===== src/rtl/core/iuhf_pkg.sv =====
// ----------------------------------------------------------------------------
// iuhf_pkg
// Types and constants shared by the IPv4 UDP header filter modules.
// ----------------------------------------------------------------------------
`default_nettype none

package iuhf_pkg;

  // header byte positions
  localparam logic [15:0] POS_VERSION_IHL = 16'd0;
  localparam logic [15:0] POS_FLAGS_HI    = 16'd6;
  localparam logic [15:0] POS_FLAGS_LO    = 16'd7;
  localparam logic [15:0] POS_PROTOCOL    = 16'd9;
  localparam logic [15:0] POS_SRC_FIRST   = 16'd12;
  localparam logic [15:0] POS_SRC_LAST    = 16'd15;
  localparam logic [15:0] POS_DST_FIRST   = 16'd16;
  localparam logic [15:0] POS_DST_LAST    = 16'd19;

  localparam logic [15:0] COUNT_MAX        = 16'hFFFF;
  localparam logic [15:0] MIN_HEADER_BYTES = 16'd20;
  localparam logic [3:0]  IPV4_VERSION     = 4'd4;
  localparam logic [7:0]  UDP_PROTOCOL     = 8'h11;

  localparam int unsigned OUT_DATA_W = 88;

  typedef enum logic [2:0] {
    VERDICT_ACCEPT       = 3'd0,
    VERDICT_SHORT        = 3'd1,
    VERDICT_BAD_VERSION  = 3'd2,
    VERDICT_SHORT_HEADER = 3'd3,
    VERDICT_FRAGMENT     = 3'd4,
    VERDICT_NOT_UDP      = 3'd5
  } verdict_t;

  // captured header of one datagram, handed from front to back
  typedef struct packed {
    logic [15:0] size;
    logic [7:0]  version_ihl;
    logic [15:0] flags_offset;
    logic [7:0]  protocol_byte;
    logic [31:0] source_word;
    logic [31:0] destination_word;
  } hdr_rec_t;

  // queue status seen by the front and back
  typedef struct packed {
    logic full;
    logic valid;
  } queue_status_t;

endpackage

`default_nettype wire


===== src/rtl/core/iuhf_front.sv =====
// ----------------------------------------------------------------------------
// iuhf_front
// Byte counter and header capture; pushes one record per datagram.
// ----------------------------------------------------------------------------
`default_nettype none

module iuhf_front (
  input  wire logic              clk,
  input  wire logic              rst,
  input  wire logic              s_tvalid,
  output logic                   s_tready,
  input  wire logic [7:0]        s_tdata,
  input  wire logic              s_tlast,
  input  wire logic              queue_full,
  output logic                   push,
  output iuhf_pkg::hdr_rec_t     push_rec
);
  import iuhf_pkg::*;

  logic [15:0] byte_count;
  logic [7:0]  version_ihl;
  logic [15:0] flags_offset;
  logic [7:0]  protocol_byte;
  logic [31:0] source_word;
  logic [31:0] destination_word;

  logic [15:0] byte_count_next;
  logic [7:0]  version_ihl_next;
  logic [15:0] flags_offset_next;
  logic [7:0]  protocol_byte_next;
  logic [31:0] source_word_next;
  logic [31:0] destination_word_next;
  logic        xfer;

  // a full queue only blocks the input side
  assign s_tready = !queue_full;
  assign xfer     = s_tvalid && s_tready;
  assign push     = xfer && s_tlast;

  // saturating byte count
  assign byte_count_next = (byte_count == COUNT_MAX) ? byte_count : byte_count + 16'd1;

  // capture the present byte at its header position
  always_comb begin
    version_ihl_next      = version_ihl;
    flags_offset_next     = flags_offset;
    protocol_byte_next    = protocol_byte;
    source_word_next      = source_word;
    destination_word_next = destination_word;
    priority if (byte_count == POS_VERSION_IHL) begin
      version_ihl_next = s_tdata;
    end else if (byte_count == POS_FLAGS_HI) begin
      flags_offset_next[15:8] = s_tdata;
    end else if (byte_count == POS_FLAGS_LO) begin
      flags_offset_next[7:0] = s_tdata;
    end else if (byte_count == POS_PROTOCOL) begin
      protocol_byte_next = s_tdata;
    end else if (byte_count >= POS_SRC_FIRST && byte_count <= POS_SRC_LAST) begin
      source_word_next = {source_word[23:0], s_tdata};
    end else if (byte_count >= POS_DST_FIRST && byte_count <= POS_DST_LAST) begin
      destination_word_next = {destination_word[23:0], s_tdata};
    end
  end

  // record handed to the queue on the last byte
  always_comb begin
    push_rec.size             = byte_count_next;
    push_rec.version_ihl      = version_ihl_next;
    push_rec.flags_offset     = flags_offset_next;
    push_rec.protocol_byte    = protocol_byte_next;
    push_rec.source_word      = source_word_next;
    push_rec.destination_word = destination_word_next;
  end

  // capture state, cleared after each datagram
  always_ff @(posedge clk) begin
    if (rst || push) begin
      byte_count       <= '0;
      version_ihl      <= '0;
      flags_offset     <= '0;
      protocol_byte    <= '0;
      source_word      <= '0;
      destination_word <= '0;
    end else if (xfer) begin
      byte_count       <= byte_count_next;
      version_ihl      <= version_ihl_next;
      flags_offset     <= flags_offset_next;
      protocol_byte    <= protocol_byte_next;
      source_word      <= source_word_next;
      destination_word <= destination_word_next;
    end
  end

endmodule

`default_nettype wire


===== src/rtl/core/iuhf_queue.sv =====
// ----------------------------------------------------------------------------
// iuhf_queue
// Small record queue between the capture front and the verdict back.
// ----------------------------------------------------------------------------
`default_nettype none

module iuhf_queue #(
  parameter int unsigned DEPTH = 4
) (
  input  wire logic                clk,
  input  wire logic                rst,
  input  wire logic                push,
  input  wire iuhf_pkg::hdr_rec_t  push_rec,
  input  wire logic                pop,
  output iuhf_pkg::hdr_rec_t       head_rec,
  output iuhf_pkg::queue_status_t  status
);
  import iuhf_pkg::*;

  localparam int unsigned AW = (DEPTH > 1) ? $clog2(DEPTH) : 1;
  localparam int unsigned CW = $clog2(DEPTH + 1);

  hdr_rec_t        mem [DEPTH];
  logic [AW-1:0]   wr_ptr;
  logic [AW-1:0]   rd_ptr;
  logic [CW-1:0]   fill;
  logic            do_push;
  logic            do_pop;

  assign status.full  = (fill == CW'(DEPTH));
  assign status.valid = (fill != '0);
  assign do_push      = push && !status.full;
  assign do_pop       = pop && status.valid;
  assign head_rec     = mem[rd_ptr];

  // storage
  always_ff @(posedge clk) begin
    if (do_push) begin
      mem[wr_ptr] <= push_rec;
    end
  end

  // pointers and fill level
  always_ff @(posedge clk) begin
    if (rst) begin
      wr_ptr <= '0;
      rd_ptr <= '0;
      fill   <= '0;
    end else begin
      if (do_push) begin
        wr_ptr <= (wr_ptr == AW'(DEPTH - 1)) ? '0 : wr_ptr + AW'(1);
      end
      if (do_pop) begin
        rd_ptr <= (rd_ptr == AW'(DEPTH - 1)) ? '0 : rd_ptr + AW'(1);
      end
      if (do_push && !do_pop) begin
        fill <= fill + CW'(1);
      end else if (do_pop && !do_push) begin
        fill <= fill - CW'(1);
      end
    end
  end

endmodule

`default_nettype wire


===== src/rtl/core/iuhf_back.sv =====
// ----------------------------------------------------------------------------
// iuhf_back
// Verdict logic and output register for one captured header.
// ----------------------------------------------------------------------------
`default_nettype none

module iuhf_back (
  input  wire logic                              clk,
  input  wire logic                              rst,
  input  wire iuhf_pkg::hdr_rec_t                head_rec,
  input  wire iuhf_pkg::queue_status_t           status,
  output logic                                   pop,
  output logic                                   m_tvalid,
  input  wire logic                              m_tready,
  output logic [iuhf_pkg::OUT_DATA_W-1:0]        m_tdata,
  output logic [2:0]                             m_tuser
);
  import iuhf_pkg::*;

  verdict_t    verdict;
  logic [5:0]  hlen;
  logic        mf;
  logic        offs_nz;
  logic [16:0] payload_len;
  logic [OUT_DATA_W-1:0] data_next;

  // take a record whenever the output register is free or draining
  assign pop = status.valid && (!m_tvalid || m_tready);

  // header checks in priority order
  always_comb begin
    hlen        = {head_rec.version_ihl[3:0], 2'b00};
    mf          = head_rec.flags_offset[13];
    offs_nz     = (head_rec.flags_offset[12:8] != '0) || (head_rec.flags_offset[7:0] != '0);
    payload_len = {1'b0, head_rec.size} - {11'b0, hlen};
    priority if (head_rec.size < MIN_HEADER_BYTES) begin
      verdict = VERDICT_SHORT;
    end else if (head_rec.version_ihl[7:4] != IPV4_VERSION) begin
      verdict = VERDICT_BAD_VERSION;
    end else if (head_rec.size < {10'b0, hlen}) begin
      verdict = VERDICT_SHORT_HEADER;
    end else if (mf && offs_nz) begin
      verdict = VERDICT_FRAGMENT;
    end else if (head_rec.protocol_byte != UDP_PROTOCOL) begin
      verdict = VERDICT_NOT_UDP;
    end else begin
      verdict = VERDICT_ACCEPT;
    end
    data_next = {1'b0, payload_len, hlen, head_rec.destination_word, head_rec.source_word};
  end

  // output valid
  always_ff @(posedge clk) begin
    if (rst) begin
      m_tvalid <= 1'b0;
    end else if (pop) begin
      m_tvalid <= 1'b1;
    end else if (m_tready) begin
      m_tvalid <= 1'b0;
    end
  end

  // output payload
  always_ff @(posedge clk) begin
    if (pop) begin
      m_tdata <= data_next;
      m_tuser <= verdict;
    end
  end

endmodule

`default_nettype wire


===== src/rtl/core/ipv4_udp_header_filter.sv =====
// The result of a datagram passes through the record queue and the output
// register; input takes one byte per cycle while the record queue is not full.
// A result waiting on the output stalls input once the record queue
// (FIFO_DEPTH entries) is full; no byte is taken until an entry drains.
// Reset (rst, synchronous, active high) clears the byte count, the captured
// header bytes, the queue and the output valid.
// ----------------------------------------------------------------------------
// ipv4_udp_header_filter
// Byte-stream IPv4 header parser giving one UDP filter verdict per datagram.
// ----------------------------------------------------------------------------
`default_nettype none

module ipv4_udp_header_filter #(
  parameter int unsigned FIFO_DEPTH = 4
) (
  input  wire logic                          clk,
  input  wire logic                          rst,
  // frame_byte
  input  wire logic                          s_tvalid,
  output logic                               s_tready,
  input  wire logic [7:0]                    s_tdata,
  input  wire logic                          s_tlast,
  // source_address [31:0], destination_address [63:32], payload_offset [69:64],
  // payload_length [86:70], zero pad [87]
  output logic                               m_tvalid,
  input  wire logic                          m_tready,
  output logic [iuhf_pkg::OUT_DATA_W-1:0]    m_tdata,
  // verdict [2:0]
  output logic [2:0]                         m_tuser
);
  import iuhf_pkg::*;

  logic          push;
  logic          pop;
  hdr_rec_t      push_rec;
  hdr_rec_t      head_rec;
  queue_status_t status;

  // capture front
  iuhf_front u_front (
    .clk        (clk),
    .rst        (rst),
    .s_tvalid   (s_tvalid),
    .s_tready   (s_tready),
    .s_tdata    (s_tdata),
    .s_tlast    (s_tlast),
    .queue_full (status.full),
    .push       (push),
    .push_rec   (push_rec)
  );

  // record queue
  iuhf_queue #(
    .DEPTH (FIFO_DEPTH)
  ) u_queue (
    .clk      (clk),
    .rst      (rst),
    .push     (push),
    .push_rec (push_rec),
    .pop      (pop),
    .head_rec (head_rec),
    .status   (status)
  );

  // verdict back
  iuhf_back u_back (
    .clk      (clk),
    .rst      (rst),
    .head_rec (head_rec),
    .status   (status),
    .pop      (pop),
    .m_tvalid (m_tvalid),
    .m_tready (m_tready),
    .m_tdata  (m_tdata),
    .m_tuser  (m_tuser)
  );

endmodule

`default_nettype wire


===== config.mk =====
export PLATFORM = sky130hd
export DESIGN_NAME = ipv4_udp_header_filter
export DESIGN_NICKNAME = d
export VERILOG_FILES = /design/src/rtl/core/iuhf_pkg.sv /design/src/rtl/core/iuhf_front.sv /design/src/rtl/core/iuhf_queue.sv /design/src/rtl/core/iuhf_back.sv /design/src/rtl/core/ipv4_udp_header_filter.sv
export SDC_FILE = /design/constraint.sdc
export NUM_CORES = 1
export LEC_CHECK = 0
export ABC_AREA = 1
export ABC_CLOCK_PERIOD_IN_PS = 20600
export BUFFER_PORTS_ARGS = -buffer_cell sky130_fd_sc_hd__buf_2
export CAP_MARGIN = 25
export CORE_MARGIN = 1.5
export CORE_UTILIZATION = 45
export DETAILED_ROUTE_END_ITERATION = 10
export PLACE_DENSITY_LB_ADDON = 0.25
export RECOVER_POWER = 50
export SLEW_MARGIN = 30
export SYNTH_ARGS = -nofsm -noshare
export SYNTH_HDL_FRONTEND = slang
export SYNTH_SLANG_ARGS = --single-unit

===== constraint.sdc =====
create_clock -name clk -period 20.6 [get_ports clk]
set_input_delay 0 -clock clk [delete_from_list [all_inputs] [get_ports clk]]
set_output_delay 0 -clock clk [all_outputs]
set_load 0.03 [all_outputs]

==> metrics.txt, run 1 <==
outcome=finished with violations; violated checks=max-capacitance violations, max-slew violations; number of antenna repair diodes=0; count of maximum capacitance violations=10; signal arrival time at the worst endpoint=8.23 ns; worst hold margin=0.261 ns; fraction of final layout cells with drive strength greater than 1=0.0563; last weighted congestion value of the routability-driven placer=0.811; drt wl/cell=17.6 microns; buffers from clock root to sink, at most=3; number of stages on the worst hold path=5; Detailed Route WL=55,600 microns; placed instance count=3,020; depth of the CTS H-tree=3; crit path capture type=flip-flop; number of detailed-route iterations in the first pass=8; final hold viol count=0; first-pass GRT wire length=87,000 microns; ys async rst share=0; classification of the worst setup path=reg -> reg; DR vias/cell=5.17; top achievable clock speed=126 MHz; critical-path maximum fanout=81; number of buffers added by the clock tree synthesis step=67; portion of the post-synthesis area used by sequential elements=0.711; total number of nets in the final design=2,375; chip height=242 microns; cells after synthesis=2,254; Routed Antenna Nets=0; final critical delay including setup and external delays=7.91 ns; hold endpoint=u_queue.wr_ptr[1]$_SDFFE_PP0P_; biggest area consumer among synthesized cells=edfxtp_1; Reg-to-Reg End=u_back.m_tdata[82]$_DFFE_PP_; number of enable flip-flop cells after synthesis=528; maximum vdd drop=109 uV; ranking of synthesized cells by area=edfxtp_1, dfxtp_1, nand2_1; accumulated negative setup slack=0 ns; register-to-register setup slack=12.69 ns; placed wire-length estimate after detailed placement=31,900 microns; GR Overflow Total=0; die area=0.0585 sq mm; post-CTS clock slew at the launch and capture registers of the worst setup and hold paths=0.06 ns; Period Utilization, post-route=0.384; post-route worst setup slack=12.69 ns; area growth from synthesis to layout=12.3%; path class of the lowest-slack min-delay path=in -> reg; total of fill cells in the finished design=4,994; count of buffers added by post-CTS timing repair for setup=0; clk sinks=648; count of state elements after synthesis=648; initial core utilization=0.455; placement row count=87; TritonCTS clock tree=built; count of boundary I/O pins=106; mean instance size in the synthesized netlist=11.4 sq um; portion of synthesized cell area occupied by the leading cell type=0.617; number of global-route vias before repair=15,700; global-route usage over all layers=0.190; clk_lat worst skew=0.60 ns; depth of the most critical reg-to-reg path=9; number of distinct library cells after synthesis=43; count of placed standard cells in the final layout, fillers left out=3,154; total of buffers placed on input and output ports=102; Pleak=0.0110 uW; number of setup violations in the final report=0; count of routing violations after the opening detailed-route iteration=1,200; fin. max-slew vios=532; initial antenna violation count=0; via total after detailed routing=16,300; top flip-flop cell by instance count after synthesis=edfxtp_1; Yosys Warn Count=0; critical path data required time=20.93 ns; startpoint types=flip-flop; Setup WS pre-CTS=16.36 ns; core area=0.0564 sq mm; DRC violations left=0; Setup Skew=0.0210 ns; worst slew slack as a fraction of its limit=-2.09; die span in x=242 microns; Worst Hold Launch=s_tvalid; transition at the pin with the smallest max-transition slack=4.63 ns; largest net degree at the start of global routing=123; Mapped Area=0.0257 sq mm; RSZ-0062 raised after global routing=false; library cell used as clock root buffer=clkbuf_16; Pwr per Cell Area=143 mW/mm^2
-- state kept, by name (all words and copies together) (netlist names), named ones only --
| register | cells |
|---|---|
| u_queue.fill | 3 |
| u_front.protocol_byte | 8 |
| u_queue.wr_ptr | 2 |
| u_front.flags_offset | 14 |
| u_front.destination_word | 32 |
| u_front.version_ihl | 8 |
| u_front.byte_count | 16 |
| u_back.m_tvalid | 1 |
| u_back.m_tdata | 85 |
| u_queue.rd_ptr | 2 |
| u_queue.mem | 440 |
| u_back.m_tuser | 3 |
| u_front.source_word | 32 |
-- cells by family (layout without fill, tap and decap cells) --
logic type,count (synthesis),count (layout),synth area share
xor gates and xnor gates,14,14,0.00478
adders and majority gates,16,16,0.00838
buffers and inverters,350,492,0.0570
other,1,3,0.000146
DFF,648,648,0.711
and+or+nand+nor,747,747,0.120
AOI/OAI and AO/OA,478,478,0.0984
-- cell type report --
type	instances	area, sq um	share of cell area
clock buffers	98	1930	0.0669
clock inverters	23	208	0.00720
inverters	238	897	0.0311
multi-input cells	1258	5940	0.206
flip-flops and latches	648	18300	0.633
well taps	756	946	0.0328
repair buffers	133	659	0.0229
-- layer usage --
layer  global-route usage  part of all wire  wire length [microns]
met5                    0                 0                      0
met2                0.318              0.49                  27000
met1                0.253              0.44                  24700
met3               0.0306             0.052                   2920
met4               0.0603             0.019                   1050
-- power breakdown --
part           switching, uW  internal, uW  leakage, uW
Clock                    474           699      0.00105
Sequential              95.9          1730      0.00594
Combinational            847           276      0.00398
-- worst max path at each step --
stage	startpoint	slack, ns	end
after detailed placement	flip-flop	16.36	u_back.m_tdata[82]$_DFFE_PP_
final	flip-flop	12.69	u_back.m_tdata[82]$_DFFE_PP_
after CTS	flip-flop	16.36	u_back.m_tdata[82]$_DFFE_PP_
after floorplan	u_queue.fill[0]$_SDFFE_PP0P_	13.65	u_queue.fill[1]$_SDFFE_PP0P_
after global routing	flip-flop	11.70	u_back.m_tdata[82]$_DFFE_PP_
after global placement	flip-flop	16.57	u_back.m_tdata[82]$_DFFE_PP_
-- synth_stat cells (all sizes together) (7+ instances only) --
cell / count
edfxtp: 528
o21ai: 324
nand2: 320
nor2: 298
inv: 237
dfxtp: 120
nand3: 94
a21oi: 69
o22ai: 68
buf: 65
clkbuf: 47
nor3: 15
ha: 14
xor2: 11
o21bai: 8
nand3b: 7
nand4: 7
-- critical path, cell delays in order (launching register included) --
cell	delay, ns
dfxtp_1	2.27
clkinvlp_2	2.95
o21ai_0	0.71
o21ai_1	0.16
ha_1	0.36
nand2_1	0.08
nor2_1	0.04
a211oi_1	0.55
nand4_1	0.25
xor2_1	0.20
-- what timing repair did --
item	4_1_cts	5_1_grt
endpoints found under the hold margin	63	0
hold buffers	13	0
resized for setup	0	0
-- layout by cell type (no fill, tap or decap), types with 6 or more instances in the layout --
cell and count:
nand3b_1 7, buf_4 7, clkbuf_1 118, buf_2 12
o21ai_1 65, dlygate4sd3_1 13, clkbuf_16 71, xor2_1 11
ha_1 14, clkinv_2 9, o21ai_0 259, nor2_1 294
clkinv_1 10, a21oi_1 69, nand4_1 6, nand2_1 317
edfxtp_1 528, inv_1 230, o21bai_1 8, dfxtp_1 119
nand3_1 94, o22ai_1 68, nor3_1 14
-- through the flow --
stage | utilization | total power, uW | instance area (sq um)
finish | 0.511 | 4120 | 28800
global placement | 0.475 | 2980 | 26800
detailed placement | 0.475 | 3010 | 26800
global route | 0.511 | 4350 | 28800
floorplan | - | 2680 | 25700
CTS | 0.515 | 4190 | 29100
Note: power is estimated with default switching activity, not from simulation.
==> run 2: changes to the inputs <==
Settings changed: ABC_AREA 1 to 0, ABC_CLOCK_PERIOD_IN_PS 20600 to 8300.
Clock period 20.6 ns to 8.3 ns, I/O delays scaled along.
==> run 2 against run 1 <==
Compared with the run above:
- the flow still finishes with violations (max-capacitance violations, max-slew violations)
- non-clock buffer count shrank 5
- final area shrank 2.5%
- flip-flop and latch count is the same
- synthesized cell count shrank 37%
- clock power grew 150%
- register-to-register slack lost 9.7 ns
- first-iteration DRC count shrank 28%
- critical path depth shrank 7
- largest cell class unchanged
- largest power group unchanged
==> metrics.txt, run 2 <==
worst slew slack as a fraction of its limit=-1.41 (+0.676); largest registers=u_queue.mem (440), u_back.m_tdata (85); TritonCTS clock tree=built; total of fill cells in the finished design=4,319 (-14%); first-pass GRT wire length=73,900 microns (-15%); total of buffers placed on input and output ports=102 (unchanged); number of buffers added by the clock tree synthesis step=67 (unchanged); Post-Synth XOR/XNOR Area=0.0109 (+0.00617); Detailed Route WL=48,000 microns (-14%); share of synthesized area spent on multiplexers=0.147 (+0.147); biggest area consumer among synthesized cells=edfxtp_1; critical-path maximum fanout=54 (-33%); Reg-to-Reg End=u_back.m_tdata[37]$_DFFE_PP_; clk sinks=648 (unchanged); GR Overflow Total=0 (unchanged); register with the highest flop count=u_queue.mem; number of global-route vias before repair=12,700 (-19%); violated checks=max-capacitance violations, max-slew violations; outcome=finished with violations; Yosys Warn Count=0 (unchanged); Period Utilization, post-route=0.638 (+0.254); delay of the slowest cell on the worst path=2.64 ns (-0.31 ns); Routed Antenna Nets=0 (unchanged); DRC violations left=0 (unchanged); footprint of the multi-input gates=0.00604 sq mm (+1.7%); placed wire-length estimate after detailed placement=28,300 microns (-11%); most frequent cell after synthesis=edfxtp_1; path class of the lowest-slack min-delay path=in -> reg; classification of the worst setup path=reg -> reg; initial core utilization=0.458 (+0.00305); ys async rst share=0 (unchanged); portion of the post-synthesis area used by sequential elements=0.736 (+0.0247); initial antenna violation count=1 (+1); transition at the pin with the smallest max-transition slack=3.62 ns (-1.01 ns); library cell used as clock root buffer=clkbuf_16; flip-flop count of the largest register after layout=440 (unchanged); number of enable flip-flop cells after synthesis=528 (unchanged); Setup Skew=0.0265 ns (+0.00553 ns); commonest non-fill, non-tap cells in the layout=edfxtp_1, nor2_1, dfxtp_1; placement row count=85 (-2.3%); global-route usage over all layers=0.172 (-0.0175); core area=0.0541 sq mm (-4.0%); portion of synthesized cell area occupied by the leading cell type=0.639 (+0.0214); most numerous cell types in the synthesized netlist=edfxtp_1, nor2_1, dfxtp_1; total number of nets in the final design=1,564 (-34%); signal arrival time at the worst endpoint=5.71 ns (-2.52 ns); depth of the most critical reg-to-reg path=2 (-7); critical path data required time=8.71 ns (-12.22 ns); startpoint types=flip-flop; buffers from clock root to sink, at most=3 (unchanged); post-CTS clock slew at the launch and capture registers of the worst setup and hold paths=0.06 ns (about the same); mean instance size in the synthesized netlist=17.6 sq um (+54%); final critical delay including setup and external delays=5.30 ns (-2.61 ns); count of routing violations after the opening detailed-route iteration=868 (-28%); count of state elements after synthesis=648 (unchanged); die span in x=238 microns (-1.7%); Pwr per Cell Area=325 mW/mm^2 (+130%); number of stages on the worst hold path=3 (-2); count of maximum capacitance violations=10 (unchanged); fin. max-slew vios=404 (-24%); depth of the CTS H-tree=3 (unchanged); number of detailed-route iterations in the first pass=5 (-3); Adder-Cell Fraction of Synth Area=0.00867 (+0.000291); fraction of final layout cells with drive strength greater than 1=0.129 (+0.0722); last weighted congestion value of the routability-driven placer=0.770 (-5.1%); cells after synthesis=1,410 (-37%); top flip-flop cell by instance count after synthesis=edfxtp_1; top achievable clock speed=189 MHz (+49%); crit path capture type=flip-flop; register-to-register setup slack=3.00 ns (-9.69 ns); dominant combinational cell family by area after synthesis=multiplexers; basic-gate share of the synthesized area counting and, or, nand and nor cells=0.0553 (-0.0650); hold endpoint=u_queue.wr_ptr[0]$_SDFFE_PP0P_; chip height=238 microns (-1.7%); Cell Chain, Critical Path=clkbuf_1 -> mux4_2; overall power=9140 uW (+120%); count of boundary I/O pins=106 (unchanged); RSZ-0062 raised after global routing=false; DR vias/cell=5.40 (+4.6%); accumulated negative setup slack=0 ns (unchanged); largest net degree at the start of global routing=82 (-33%); Storage cell area=0.0183 sq mm (about the same); via total after detailed routing=12,300 (-24%); maximum vdd drop=193 uV (+77%); drt wl/cell=21.0 microns (+19%); most common cell after layout, fill and taps aside=edfxtp_1; number of antenna repair diodes=0 (unchanged); ranking of synthesized cells by area=edfxtp_1, dfxtp_1, mux4_2; post-synthesis compound-gate area fraction=0.0214 (-0.0770); number of distinct library cells after synthesis=53 (+23%); gate family responsible for the most delay along the worst path=buffers and inverters; final hold viol count=0 (unchanged); Crit path buffers/inverters=1 (unchanged); clk_lat worst skew=0.59 ns (about the same); Worst Hold Launch=rst; cell with the largest stage delay on the worst path=clkbuf_1; number of setup violations in the final report=0 (unchanged); Pleak=0.00979 uW (-11%); Mapped Area=0.0248 sq mm (-3.4%); die area=0.0566 sq mm (-3.3%); area growth from synthesis to layout=13.3%
==> run 2: cell types whose count changed after synthesis, sizes merged, moves of 65 or more <==
| cell | change |
|---|---|
| nand2 | -296 |
| inv | -187 |
| o21ai | -319 |
| nor2 | -166 |
| mux4 | +84 |
| mux2i | +99 |
| mux2 | +65 |
| o22ai | -68 |
| nand3 | -81 |
==> run 2: worst max-delay path by stage <==
stage	endpoint	depth (start not counted)	slack (ns)
2_1_floorplan	u_queue.fill[2]$_SDFFE_PP0P_	9	1.88
3_3_place_gp	u_queue.mem[1][55]$_DFFE_PP_	5	4.77
3_5_place_dp	u_queue.mem[0][55]$_DFFE_PP_	5	4.75
4_1_cts	u_queue.mem[0][63]$_DFFE_PP_	5	4.73
5_1_grt	u_back.m_tdata[8]$_DFFE_PP_	2	2.63
6_report	u_back.m_tdata[37]$_DFFE_PP_	2	3.00
==> run 2: kinds of logic (layout without fill, tap and decap cells) <==
kind of cell | Yosys count | after routing
other | 1 | 3
adders and majority gates | 16 | 16
and+or+nand+nor | 267 | 267
AOI/OAI and AO/OA | 75 | 75
buffers and inverters | 124 | 299
xor gates and xnor gates | 31 | 31
muxes | 248 | 248
DFF | 648 | 648
==> run 2: final cells by class <==
type,count,area share
repair buffers,128,0.0222
inverters,50,0.00667
well taps,696,0.0310
multi-input cells,640,0.215
flip-flops and latches,648,0.649
clock buffers,93,0.0680
clock inverters,28,0.00828
==> run 2: repair_timing <==
action | CTS | global route
endpoints found under the hold margin | 54 | 0
gates resized for setup | 0 | 0
hold buffers | 12 | 0
setup buffers | 0 | 0
==> run 2: power breakdown <==
group	internal [uW]	switching, uW	total [uW]
Clock	1710	1200	2920
Sequential	4070	200	4270
Combinational	668	1280	1950
==> run 2: per-stage QoR <==
stage                     hold slack (ns)  cells  cell area (sq um)   util  worst slack (ns)
after floorplan                     0.160   1412              24800      -              1.88
after global placement              0.291   2150              26000  0.481              4.77
after detailed placement            0.296   2150              26000  0.481              4.75
after CTS                           0.209   2283              28300  0.523              4.73
after global routing                0.247   2283              28100  0.520              2.63
final                               0.234   2283              28100  0.520              3.00
==> run 2: worst min-delay path, delay by kind of cell <==
family	cells	cell delay (ns)
buf+inv	2	0.71
compound gates	1	0.06
==> run 2: routing by layer <==
metal / track usage / up-vias / wire, microns
met4: 0.0639 / 0 / 1170
met5: 0 / - / 0
met2: 0.290 / 247 / 24000
li1: - / 5710 / -
met3: 0.0281 / 80 / 2020
met1: 0.225 / 6299 / 20800
==> run 3: changes to the inputs <==
Settings changed: ABC_CLOCK_PERIOD_IN_PS 8300 to 5300.
Clock period 8.3 ns to 5.3 ns, I/O delays scaled along.
==> run 3 against run 2 <==
Compared with the run above:
- the run still ends with max-capacitance violations, max-slew violations left
- clock power rose by 58%
- largest cell class unchanged
- fmax rose by 31%
- wire length rose by 0.52%
- flip-flop and latch count did not move
- total power rose by 57%
- combinational power rose by 56%
- critical path depth rose by 2
- clock-buffer cell count rose by 5
- global-route usage rose by 0.18 points
- register-to-register slack got worse by 1.7 ns
- critical endpoint is now u_queue.mem[3][48]$_DFFE_PP_
- hold slack improved by 0.016 ns
- largest power group unchanged
==> metrics.txt, run 3 (same netlist as run 2, synthesis figures left out) <==
outcome=finished with violations; violated checks=max-capacitance violations, max-slew violations; Routed Antenna Nets=0 (unchanged); most common cell after layout, fill and taps aside=edfxtp_1; die span in x=238 microns (unchanged); maximum vdd drop=299 uV (+55%); DRC violations left=0 (unchanged); DR vias/cell=5.41 (+0.11%); count of maximum capacitance violations=5 (-5); Storage cell area=0.0183 sq mm (unchanged); depth of the most critical reg-to-reg path=4 (+2); signal arrival time at the worst endpoint=4.25 ns (-1.46 ns); Setup Skew=0.0182 ns (-0.00836 ns); fraction of final layout cells with drive strength greater than 1=0.141 (+0.0123); placed wire-length estimate after detailed placement=29,100 microns (+2.7%); drt wl/cell=21.1 microns (+0.34%); final critical delay including setup and external delays=4.03 ns (-1.26 ns); area growth from synthesis to layout=13.8%; share of total power in the clock network=0.322 (+0.003); Period Utilization, post-route=0.761 (+0.123); register-to-register setup slack=1.27 ns (-1.74 ns); RSZ-0062 raised after global routing=false; classification of the worst setup path=reg -> reg; first-pass GRT wire length=74,500 microns (+0.82%); Setup WS pre-CTS=1.63 ns (-3.12 ns); library cell used as clock root buffer=clkbuf_16; critical-path maximum fanout=30 (-44%); flip-flop count of the largest register after layout=440 (unchanged); startpoint of the most critical setup path=u_queue.fill[1]$_SDFFE_PP0P_; Pwr per Cell Area=507 mW/mm^2 (+56%); register share of total power=0.465 (-0.002); overall power=14,300 uW (+57%); clk sinks=648 (unchanged); post-route worst setup slack=1.27 ns (-1.74 ns); largest net degree at the start of global routing=73 (-11%); accumulated negative setup slack=0 ns (unchanged); total number of nets in the final design=1,568 (+0.26%); total of buffers placed on input and output ports=102 (unchanged); Reg-to-Reg End=u_queue.mem[3][48]$_DFFE_PP_; placement row count=85 (unchanged); path class of the lowest-slack min-delay path=in -> reg; Detailed Route WL=48,200 microns (+0.52%); number of buffers added by the clock tree synthesis step=66 (-1.5%); TritonCTS clock tree=built; top achievable clock speed=248 MHz (+31%); fin. max-slew vios=196 (-51%); core area=0.0541 sq mm (unchanged); net switching component of the power=4150 uW (+55%); worst slew slack as a fraction of its limit=-0.515 (+0.896); global-route usage over all layers=0.174 (+0.00178); initial core utilization=0.458 (unchanged); post-CTS clock slew at the launch and capture registers of the worst setup and hold paths=0.06 ns (about the same); number of detailed-route iterations in the first pass=5 (unchanged); critical path data required time=5.52 ns (-3.19 ns); register with the highest flop count=u_queue.mem; post-route core utilization=0.522 (+0.00201); launch instance of the worst register-to-register path=u_queue.fill[1]$_SDFFE_PP0P_; chip height=238 microns (unchanged); net switching fraction of the power=0.290 (-0.00381); Worst setup endpoint=u_queue.mem[3][48]$_DFFE_PP_; count of boundary I/O pins=106 (unchanged); footprint of the multi-input gates=0.00605 sq mm (+0.25%); number of stages on the worst hold path=3 (unchanged); largest registers=u_queue.mem (440), u_back.m_tdata (85); placed instance count=2,154 (+0.19%); share of power burned in combinational logic=0.213 (about the same); total of fill cells in the finished design=4,319 (unchanged); last weighted congestion value of the routability-driven placer=0.770 (about the same); initial antenna violation count=0 (-1); number of global-route vias before repair=12,700 (+0.39%); buffers from clock root to sink, at most=3 (unchanged); die area=0.0566 sq mm (unchanged); count of routing violations after the opening detailed-route iteration=931 (+7.3%); count of placed standard cells in the final layout, fillers left out=2,287 (+0.18%); clk_lat worst skew=0.58 ns (about the same); transition at the pin with the smallest max-transition slack=2.27 ns (-1.34 ns); internal power of the cells=10,200 uW (+58%); GR Overflow Total=0 (unchanged); startpoint types=flip-flop; via total after detailed routing=12,400 (+0.28%); commonest non-fill, non-tap cells in the layout=edfxtp_1, nor2_1, dfxtp_1; depth of the CTS H-tree=3 (unchanged); crit path capture type=flip-flop; Pleak=0.00982 uW (+0.34%); final hold viol count=0 (unchanged); number of setup violations in the final report=0 (unchanged)
run 3: cell type report:
cell class | instances | area share
Sequential cell | 648 | 0.647
Multi-Input combinational cell | 640 | 0.214
Clock buffer | 98 | 0.0661
Tap cell | 696 | 0.0308
Timing Repair Buffer | 133 | 0.0252
Clock inverter | 21 | 0.0100
Inverter | 50 | 0.00665
Antenna cell | 1 | 0.0000886
run 3: stage by stage:
stage,hold slack (ns),cell area (sq um)
2_1_floorplan,0.160,24800
3_3_place_gp,0.298,26100
3_5_place_dp,0.310,26100
4_1_cts,0.136,28400
5_1_grt,0.248,28200
6_report,0.249,28200
run 3: what timing repair did:
item / 4_1_cts / 5_1_grt
gates resized for setup: 0 / 0
setup buffers: 0 / 0
hold endpoints to repair: 51 / 0
hold buffers: 11 / 0
run 3: metal layers:
layer | track usage | part of all wire | wire length, microns | up-vias
met2 | 0.297 | 0.50 | 24200 | 218
met4 | 0.0569 | 0.021 | 1040 | 0
met3 | 0.0297 | 0.041 | 1960 | 73
li1 | - | - | - | 5712
met5 | 0 | 0 | 0 | -
met1 | 0.226 | 0.44 | 21000 | 6368
run 3: power groups by stage:
stage                     Combinational (uW)  Sequential, uW  Clock, uW
final                                   3050            6660       4610
after global routing                    3280            6730       4910
after CTS                               3120            6720       4710
after detailed placement                3110            6820          0
after global placement                  3060            6810          0
after floorplan                         1620            7390          0
run 3: worst min-delay path by stage:
stage	startpoint	endpoint	slack [ns]
6_report	rst	u_queue.fill[2]$_SDFFE_PP0P_	0.25
2_1_floorplan	s_tlast	u_queue.wr_ptr[1]$_SDFFE_PP0P_	0.16
3_5_place_dp	rst	u_queue.wr_ptr[0]$_SDFFE_PP0P_	0.31
3_3_place_gp	rst	u_queue.wr_ptr[0]$_SDFFE_PP0P_	0.30
4_1_cts	s_tvalid	u_front.destination_word[25]$_SDFFE_PP0P_	0.14
5_1_grt	m_tready	u_back.m_tvalid$_SDFFE_PP0P_	0.25
run 3: critical path, cell delays in order (launching register included):
cell and delay (ns):
dfxtp_1 0.42, or3b_1 0.20, and2_0 1.20, and3_1 1.25
buf_4 0.57
